==> src/design/tjt_pkg.sv <==
// Package: shared types and codes for the timeout job table.
package tjt_pkg;

    localparam logic [2:0] MODE_SCHED      = 3'd0;
    localparam logic [2:0] MODE_CANCEL     = 3'd1;
    localparam logic [2:0] MODE_REMOVE     = 3'd2;
    localparam logic [2:0] MODE_TICK       = 3'd3;
    localparam logic [2:0] MODE_SET_TIME   = 3'd4;
    localparam logic [2:0] MODE_STOP       = 3'd5;
    localparam logic [2:0] MODE_CANCEL_ALL = 3'd6;

    localparam logic [1:0] KIND_ACK   = 2'd0;
    localparam logic [1:0] KIND_FIRED = 2'd1;
    localparam logic [1:0] KIND_DONE  = 2'd2;
    localparam logic [1:0] KIND_FULL  = 2'd3;

    typedef struct packed {
        logic [2:0]  mode;
        logic [31:0] job_id;
        logic [31:0] user_tag;
        logic [31:0] delay_ms;
        logic [63:0] now_ms;
    } t_req;

    typedef struct packed {
        logic [1:0]  kind;
        logic [31:0] fired_id;
        logic [31:0] fired_tag;
        logic [31:0] fired_timeout;
        logic [31:0] early_elapsed;
        logic        last;
    } t_rsp;

    // One memory row: everything per slot except the valid bit.
    typedef struct packed {
        logic [31:0] id;
        logic [63:0] start;
        logic [31:0] timeout;
        logic [31:0] tag;
        logic        armed;
        logic        cancelled;
    } t_slot;

endpackage

==> src/design/tjt_if.sv <==
// Interfaces: request and response channels.
interface tjt_req_if;
    import tjt_pkg::*;
    logic valid;
    logic ready;
    t_req data;
    modport source (output valid, output data, input ready);
    modport sink   (input valid, input data, output ready);
endinterface

interface tjt_rsp_if;
    import tjt_pkg::*;
    logic valid;
    logic ready;
    t_rsp data;
    modport source (output valid, output data, input ready);
    modport sink   (input valid, input data, output ready);
endinterface

==> src/design/timeout_job_table_core.sv <==
// Top level: timeout job table with slot memory and a scanning sequencer.
//
//  channel | dir | handshake      | payload
//  i_req   | in  | valid / ready  | mode, job_id, user_tag, delay_ms, now_ms
//  o_rsp   | out | valid / ready  | kind, fired_id, fired_tag, fired_timeout,
//          |     |                | early_elapsed, last
//
// One item at a time; ready stays low until the final result has been taken.
// Cancel, remove, cancel all and tick walk the row memory, each row read and
// then evaluated; a tick while stopped skips the walk. Schedule scans valid
// bits, one a cycle, for the first free slot. Set time, stop and unused codes
// go straight to the final result.
// Valid bits live in flip-flops and clear at reset; the row memory is not
// cleared. Synchronous active-low reset. A stall on the output holds a tick's scan.
module timeout_job_table_core #(
    parameter int TABLE_DEPTH = 16
) (
    input  logic i_clk,
    input  logic i_rst_n,
    tjt_req_if.sink   i_req,
    tjt_rsp_if.source o_rsp
);
    import tjt_pkg::*;

    localparam int IW = $clog2(TABLE_DEPTH);
    localparam int CW = $clog2(TABLE_DEPTH + 1);

    localparam logic [2:0] ST_IDLE  = 3'd0;
    localparam logic [2:0] ST_FIND  = 3'd1; // search free slot (valid bits)
    localparam logic [2:0] ST_READ  = 3'd2; // row read issued
    localparam logic [2:0] ST_EVAL  = 3'd3; // row data present
    localparam logic [2:0] ST_FINAL = 3'd4; // emit final result

    t_slot r_mem [TABLE_DEPTH];
    t_slot r_rd;

    logic [2:0]           r_st;
    t_req                 r_req;
    logic [TABLE_DEPTH-1:0] r_valid;
    logic [31:0]          r_last_id;
    logic [63:0]          r_time;
    logic                 r_running;
    logic [CW-1:0]        r_idx;
    logic                 r_hit;
    logic                 r_ov;
    t_rsp                 r_out;
    logic                 r_fkind_full;

    logic [IW-1:0] w_i;
    assign w_i = r_idx[IW-1:0];

    logic w_slot_free, w_id_match;
    assign w_slot_free = (r_idx < CW'(TABLE_DEPTH)) && !r_valid[w_i];

    // row evaluation
    logic [63:0] w_diff;
    logic        w_exp, w_fire;
    assign w_diff = r_time - r_rd.start;
    assign w_exp  = w_diff >= {32'd0, r_rd.timeout};
    assign w_fire = r_valid[w_i] && (w_exp || r_rd.cancelled);
    assign w_id_match = r_valid[w_i] && (r_rd.id == r_req.job_id);

    assign i_req.ready = (r_st == ST_IDLE) && !r_ov;
    assign o_rsp.valid = r_ov;
    assign o_rsp.data  = r_out;

    logic w_out_free;
    assign w_out_free = !r_ov || o_rsp.ready;

    // a result is loaded into the output register this cycle
    logic w_emit;
    assign w_emit = w_out_free &&
                    (((r_st == ST_EVAL) && (r_req.mode == MODE_TICK) &&
                      w_fire && r_rd.armed) ||
                     (r_st == ST_FINAL));

    // final result fields
    logic [1:0]  w_fin_kind;
    logic [31:0] w_fin_id;
    always_comb begin
        w_fin_kind = KIND_ACK;
        w_fin_id   = '0;
        case (r_req.mode)
            MODE_TICK: w_fin_kind = KIND_DONE;
            MODE_SCHED: begin
                if (r_fkind_full)
                    w_fin_kind = KIND_FULL;
                else
                    w_fin_id = r_last_id;
            end
            MODE_CANCEL, MODE_REMOVE: w_fin_id = r_req.job_id;
            default: w_fin_kind = KIND_ACK;
        endcase
    end

    always_ff @(posedge i_clk) begin
        if (r_st == ST_READ)
            r_rd <= r_mem[w_i];
    end

    always_ff @(posedge i_clk) begin
        if (!i_rst_n) begin
            r_st      <= ST_IDLE;
            r_valid   <= '0;
            r_last_id <= '0;
            r_time    <= '0;
            r_running <= 1'b1;
            r_ov      <= 1'b0;
            r_idx     <= '0;
            r_hit     <= 1'b0;
            r_fkind_full <= 1'b0;
        end else begin
            r_ov <= w_emit || (r_ov && !o_rsp.ready);
            case (r_st)
                ST_IDLE: begin
                    if (i_req.valid && i_req.ready) begin
                        r_req <= i_req.data;
                        r_idx <= '0;
                        r_hit <= 1'b0;
                        r_fkind_full <= 1'b0;
                        case (i_req.data.mode)
                            MODE_TICK: begin
                                r_time <= i_req.data.now_ms;
                                r_st   <= r_running ? ST_READ : ST_FINAL;
                            end
                            MODE_SET_TIME: begin
                                r_time <= i_req.data.now_ms;
                                r_st   <= ST_FINAL;
                            end
                            MODE_STOP: begin
                                r_valid   <= '0;
                                r_running <= 1'b0;
                                r_st      <= ST_FINAL;
                            end
                            MODE_SCHED:  r_st <= ST_FIND;
                            MODE_CANCEL, MODE_REMOVE, MODE_CANCEL_ALL: r_st <= ST_READ;
                            default:     r_st <= ST_FINAL;
                        endcase
                    end
                end
                ST_FIND: begin
                    // free-slot search over valid bits, one per cycle
                    if (r_idx == CW'(TABLE_DEPTH)) begin
                        r_fkind_full <= 1'b1;
                        r_st <= ST_FINAL;
                    end else if (w_slot_free) begin
                        r_mem[w_i] <= '{id: r_last_id + 32'd1, start: r_time,
                                        timeout: r_req.delay_ms, tag: r_req.user_tag,
                                        armed: 1'b1, cancelled: 1'b0};
                        r_valid[w_i] <= 1'b1;
                        r_last_id <= r_last_id + 32'd1;
                        r_st <= ST_FINAL;
                    end else begin
                        r_idx <= r_idx + CW'(1);
                    end
                end
                ST_READ: begin
                    if (r_idx == CW'(TABLE_DEPTH))
                        r_st <= ST_FINAL;
                    else
                        r_st <= ST_EVAL;
                end
                ST_EVAL: begin
                    if (r_req.mode == MODE_TICK) begin
                        if (w_fire && r_rd.armed) begin
                            if (w_out_free) begin
                                r_out <= '{kind: KIND_FIRED, fired_id: r_rd.id,
                                           fired_tag: r_rd.tag,
                                           fired_timeout: r_rd.timeout,
                                           early_elapsed: w_exp ? 32'd0 : w_diff[31:0],
                                           last: 1'b0};
                                r_valid[w_i] <= 1'b0;
                                r_idx <= r_idx + CW'(1);
                                r_st  <= ST_READ;
                            end
                        end else begin
                            if (w_fire)
                                r_valid[w_i] <= 1'b0;
                            r_idx <= r_idx + CW'(1);
                            r_st  <= ST_READ;
                        end
                    end else if (r_req.mode == MODE_CANCEL_ALL) begin
                        if (r_valid[w_i])
                            r_mem[w_i] <= '{id: r_rd.id, start: r_rd.start,
                                            timeout: r_rd.timeout, tag: r_rd.tag,
                                            armed: r_rd.armed, cancelled: 1'b1};
                        r_idx <= r_idx + CW'(1);
                        r_st  <= ST_READ;
                    end else begin
                        // cancel / remove: first matching slot only
                        if (!r_hit && w_id_match) begin
                            r_mem[w_i] <= '{id: r_rd.id, start: r_rd.start,
                                            timeout: r_rd.timeout, tag: r_rd.tag,
                                            armed: r_rd.armed &&
                                                   (r_req.mode != MODE_REMOVE),
                                            cancelled: 1'b1};
                            r_hit <= 1'b1;
                        end
                        r_idx <= r_idx + CW'(1);
                        r_st  <= ST_READ;
                    end
                end
                ST_FINAL: begin
                    if (w_out_free) begin
                        r_out <= '{kind: w_fin_kind, fired_id: w_fin_id,
                                   fired_tag: 32'd0, fired_timeout: 32'd0,
                                   early_elapsed: 32'd0, last: 1'b1};
                        r_st <= ST_IDLE;
                    end
                end
                default: r_st <= ST_IDLE;
            endcase
        end
    end

endmodule

==> src/flat_wrapper.sv <==
// flat-port wrapper written by rule: the top's interface ports become plain ports
module timeout_job_table_core_flat import tjt_pkg::*;
#(
    parameter int TABLE_DEPTH = 16
)
  (i_clk, i_rst_n, i_req_valid, i_req_data, i_req_ready, o_rsp_valid, o_rsp_data, o_rsp_ready);
  tjt_req_if i_req_i ();
  tjt_rsp_if o_rsp_i ();
  input  logic i_clk;
  input  logic i_rst_n;
  input wire logic [$bits(i_req_i.valid)-1:0] i_req_valid;
  input wire logic [$bits(i_req_i.data)-1:0] i_req_data;
  output wire logic [$bits(i_req_i.ready)-1:0] i_req_ready;
  output wire logic [$bits(o_rsp_i.valid)-1:0] o_rsp_valid;
  output wire logic [$bits(o_rsp_i.data)-1:0] o_rsp_data;
  input wire logic [$bits(o_rsp_i.ready)-1:0] o_rsp_ready;
  assign i_req_i.valid = i_req_valid;
  assign i_req_i.data = i_req_data;
  assign i_req_ready = i_req_i.ready;
  assign o_rsp_valid = o_rsp_i.valid;
  assign o_rsp_data = o_rsp_i.data;
  assign o_rsp_i.ready = o_rsp_ready;
  timeout_job_table_core #(.TABLE_DEPTH(TABLE_DEPTH)) u_core (.i_clk(i_clk), .i_rst_n(i_rst_n), .i_req(i_req_i), .o_rsp(o_rsp_i));
endmodule
==> config.mk <==
export PLATFORM = sky130hd
export DESIGN_NAME = timeout_job_table_core_flat
export DESIGN_NICKNAME = d
export VERILOG_FILES = /design/src/design/tjt_pkg.sv /design/src/design/tjt_if.sv /design/src/design/timeout_job_table_core.sv /design/src/flat_wrapper.sv
export SDC_FILE = /design/constraint.sdc
export NUM_CORES = 2
export LEC_CHECK = 0
export BUFFER_PORTS_ARGS = -buffer_cell sky130_fd_sc_hd__buf_2
export CAP_MARGIN = 20
export CORE_MARGIN = 4
export CORE_UTILIZATION = 60
export CTS_CLUSTER_DIAMETER = 100
export DETAILED_ROUTE_END_ITERATION = 6
export PLACE_DENSITY_LB_ADDON = 0.08
export REMOVE_ABC_BUFFERS = 1
export SETUP_SLACK_MARGIN = 0.4
export SYNTH_ARGS = -nofsm -noshare
export SYNTH_HDL_FRONTEND = slang
export SYNTH_SLANG_ARGS = --single-unit
export TNS_END_PERCENT = 50
==> constraint.sdc <==
create_clock -name i_clk -period 18.84 [get_ports i_clk]
set_input_delay 0.942 -clock i_clk [delete_from_list [all_inputs] [get_ports i_clk]]
set_output_delay 0.942 -clock i_clk [all_outputs]
set_load 0.03 [all_outputs]
==> flow_summary.toml <==
[timing]
tns_ns = 0
final_max_slew_viol_count = 0
grt_setup_unrepaired = "false"
setup_viol = 0
finalHoldViolCount = 0
relSlewSlack_pct = 2.938
fin_skew_ns = 0.06611
tightest_slew_ns = 1.456
period_minus_slack_ns = 7.417
max_freq_ghz = 0.1348
finalCritPeriodShare_pct = 39.37

[grt]
grt_pass1_wl_um = 443900
antenna_found_initial = 9
overflow = 0
grt.total_usage_pct = 28.97
grt_start_max_net_pins = 149
grt_pass1_vias = 63452

[clocking]
cts_setup_buffers = 0
htreeDepth = 5
numCtsBuffers = 325
ctsHoldBuffers = 0
clock_latency_ns = 0.93
ctsResizeCount = 0
cts_buffer_depth = 4
cts_tree = "yes"
clkTransAtPathRegs_ns = 0.06
cts_sinks = 3108
clk_root_buffer_cell = "clkbuf_16"

[floorplanning]
start_util_pct = 60.28
die-area_sq_um = 212900
ioPinCount = 300
core_area_sq_um = 204600
dieWidth_um = 461.4
fp.dieH_um = 461.4
rows = 166

[power_and_ir_drop]
switchingPower_mw = 4.593
p_per_area_nw_per_um2 = 126.6
pwr-share-seq_pct = 46.8
p_int_mw = 12.97
clockPowerShare_pct = 34.4
sw_frac_of_total_pct = 26.15
combPwrFrac_pct = 18.9
ir_worst_vdd_v = 0.0001093
fin_total_pwr_mw = 17.57
p_leak_nw = 44.32

[setup_path]
startpoint_type = "flop"
worstReg2RegStart = "u_core.r_time[0]"
setup.worst_path.start = "u_core.r_time[0]"
worst-setup-path-type = "flop to flop"
worstPathRequired_ns = 19.38
end_kind = "flop"
cp_max_fo = 51
arrival_ns = 7.96

[cells_and_area]
synthToLayoutAreaGrowth_pct = 12.47
final_nets = 6996
fin_cells = 9656
layout-drive-gt1-share_pct = 26.53
layout_commonest_cell = "edfxtp_1"
final_cell_mix = "edfxtp_1 (2984), mux4_2 (815), nand2_1 (364), clkbuf_16 (333), buf_2 (302)"
fill_cells = 13028

[drt]
via_per_inst = 6.620
vias = 63924
firstDrtPassIters = 6
wl_per_cell_um = 31.58
drt_wl_total_um = 305000
drt_iter0_drc = 8232
ant_nets = 0
post-route-drc-count = 0

[hold_path]
hp-start = "i_req_data[116]"
hold_class = "input pin to flop"

[placement]
hpwl_um = 171100
gp_congestion = 0.9372
dp_cells = 9064
port_buffers = 299

[logic_synthesis]
syn_area_per_cell_sq_um = 19.79
synth-warning-count = 0
synth_flop_cell = "edfxtp_1"
ys_ff_latch = 3108
syn_area_sq_um = 123300
synth_cell_types = 92
async_reset_ff_share_pct = 0
synth_edf_count = 2984
synthCells = 6232
ys_seq_area_share_pct = 74.67

[job]
maxCapViolCount = 0

[outcome]
status = "complete, no violations"
[flip-flops by register name (all words and copies together) (netlist names)]
register             cells
u_core.r_rd            162
u_core.r_mem          2592
u_core.r_last_id        32
u_core.r_time           64
u_core.r_hit             1
u_core.o_rsp.data      131
u_core.o_rsp.valid       1
u_core.r_running         1
u_core.r_st              3
u_core.r_fkind_full      1
u_core.r_idx             5
u_core.r_valid          16
u_core.r_req            99
[stage by stage]
| step | area, sq um | util (%) | setup WS, ns | hold slack, ns |
|---|---|---|---|---|
| 4_1_cts | 138400 | 67.67 | 11.59 | 0.1027 |
| 5_1_grt | 138700 | 67.80 | 11.16 | 0.1315 |
| 2_1_floorplan | 121900 | - | -22.99 | 0.4219 |
| 3_5_place_dp | 128500 | 62.82 | 11.64 | 0.4597 |
| 6_report | 138700 | 67.80 | 11.42 | 0.1842 |
| 3_3_place_gp | 128500 | 62.79 | 11.80 | 0.4361 |
[power by group through the flow]
| stage | sequential (mW) | combinational, mW | clock, mW |
|---|---|---|---|
| after floorplan | 8.68 | 3.37 | 0 |
| after global placement | 8.35 | 3.30 | 0 |
| after detailed placement | 8.36 | 3.33 | 0 |
| after CTS | 8.22 | 3.34 | 6.13 |
| after global routing | 8.23 | 3.57 | 6.44 |
| final | 8.22 | 3.31 | 6.03 |
[layout make-up]
type | instances | area, sq um | share of cell area, %
sequential | 3108 | 92100 | 66.40
multi-input combinational | 2659 | 29540 | 21.30
tap | 2688 | 3363 | 2.425
timing repair buffer | 509 | 3291 | 2.372
antenna | 1 | 2.502 | 0.001804
clock buffer | 414 | 8747 | 6.306
clock inverter | 152 | 1181 | 0.8516
inverter | 125 | 473.0 | 0.3410
[per-layer routing]
layer | vias to the layer above | GRT usage, % | wire, um | part of all wire, %
met4 | 4 | 7.628 | 7784 | 2.6
li1 | 26447 | - | - | -
met1 | 33659 | 43.20 | 123100 | 40
met3 | 496 | 4.725 | 26740 | 8.8
met5 | - | 0 | 24 | 0.0079
met2 | 3318 | 45.62 | 147300 | 48
[synthesized netlist by cell type, types with 60 or more instances]
| library cell | instances | area (sq um) |
|---|---|---|
| a21oi_1 | 247 | 1236 |
| clkbuf_1 | 251 | 942.2 |
| dfxtp_1 | 124 | 2482 |
| edfxtp_1 | 2984 | 89610 |
| ha_1 | 100 | 1251 |
| inv_1 | 125 | 469.2 |
| mux4_2 | 815 | 18360 |
| nand2_1 | 366 | 1374 |
| nor2_1 | 274 | 1028 |
| o21ai_0 | 185 | 925.9 |
| xnor2_1 | 68 | 595.6 |
| xor2_1 | 60 | 525.5 |
[worst paths after layout]
check | depth (start not counted) | end | slack, ns
setup / recovery | 25 | u_core.o_rsp.data[87] | 11.42
hold / removal | 1 | u_core.r_req[116] | 0.18
setup reg to reg | 25 | u_core.o_rsp.data[87] | 11.42
hold reg to reg | 2 | u_core.r_running | 0.47
[cell families (layout without fill, tap and decap cells)]
group                    count (synthesis)  count (layout)  synth area share (%)
flip-flops                            3108            3108                 74.67
AND/OR/NAND/NOR                        926             926                 3.444
multiplexers                           855             855                 15.24
AO/OA/AOI/OAI                          649             649                 3.175
buffers and inverters                  465            1200                 1.527
XOR/XNOR                               128             128                0.9090
adder cells (fa/ha/maj)                101             101                 1.031
other                                    0               1                     0
[critical path: stages (launching register included)]
cell and delay (ns):
dfxtp_1 0.33, inv_1 0.06, ha_1 0.20, inv_1 0.07
fa_1 0.42, a211oi_1 0.36, o21ai_1 0.22, a41oi_1 0.19
a21oi_1 0.21, nor2_1 0.53, o21ai_0 0.22, xor2_1 0.19
ha_1 0.21, a21oi_1 0.15, o221ai_1 0.14, a211oi_1 0.34
nand3_1 0.12, nor3_1 0.24, o2111ai_1 0.14, or4_1 0.61
nor4_1 0.39, nand4_1 0.49, a21oi_1 0.34, nor4_2 0.08
buf_4 0.27, buf_4 0.37
Note: power is estimated with default switching activity, not from simulation.
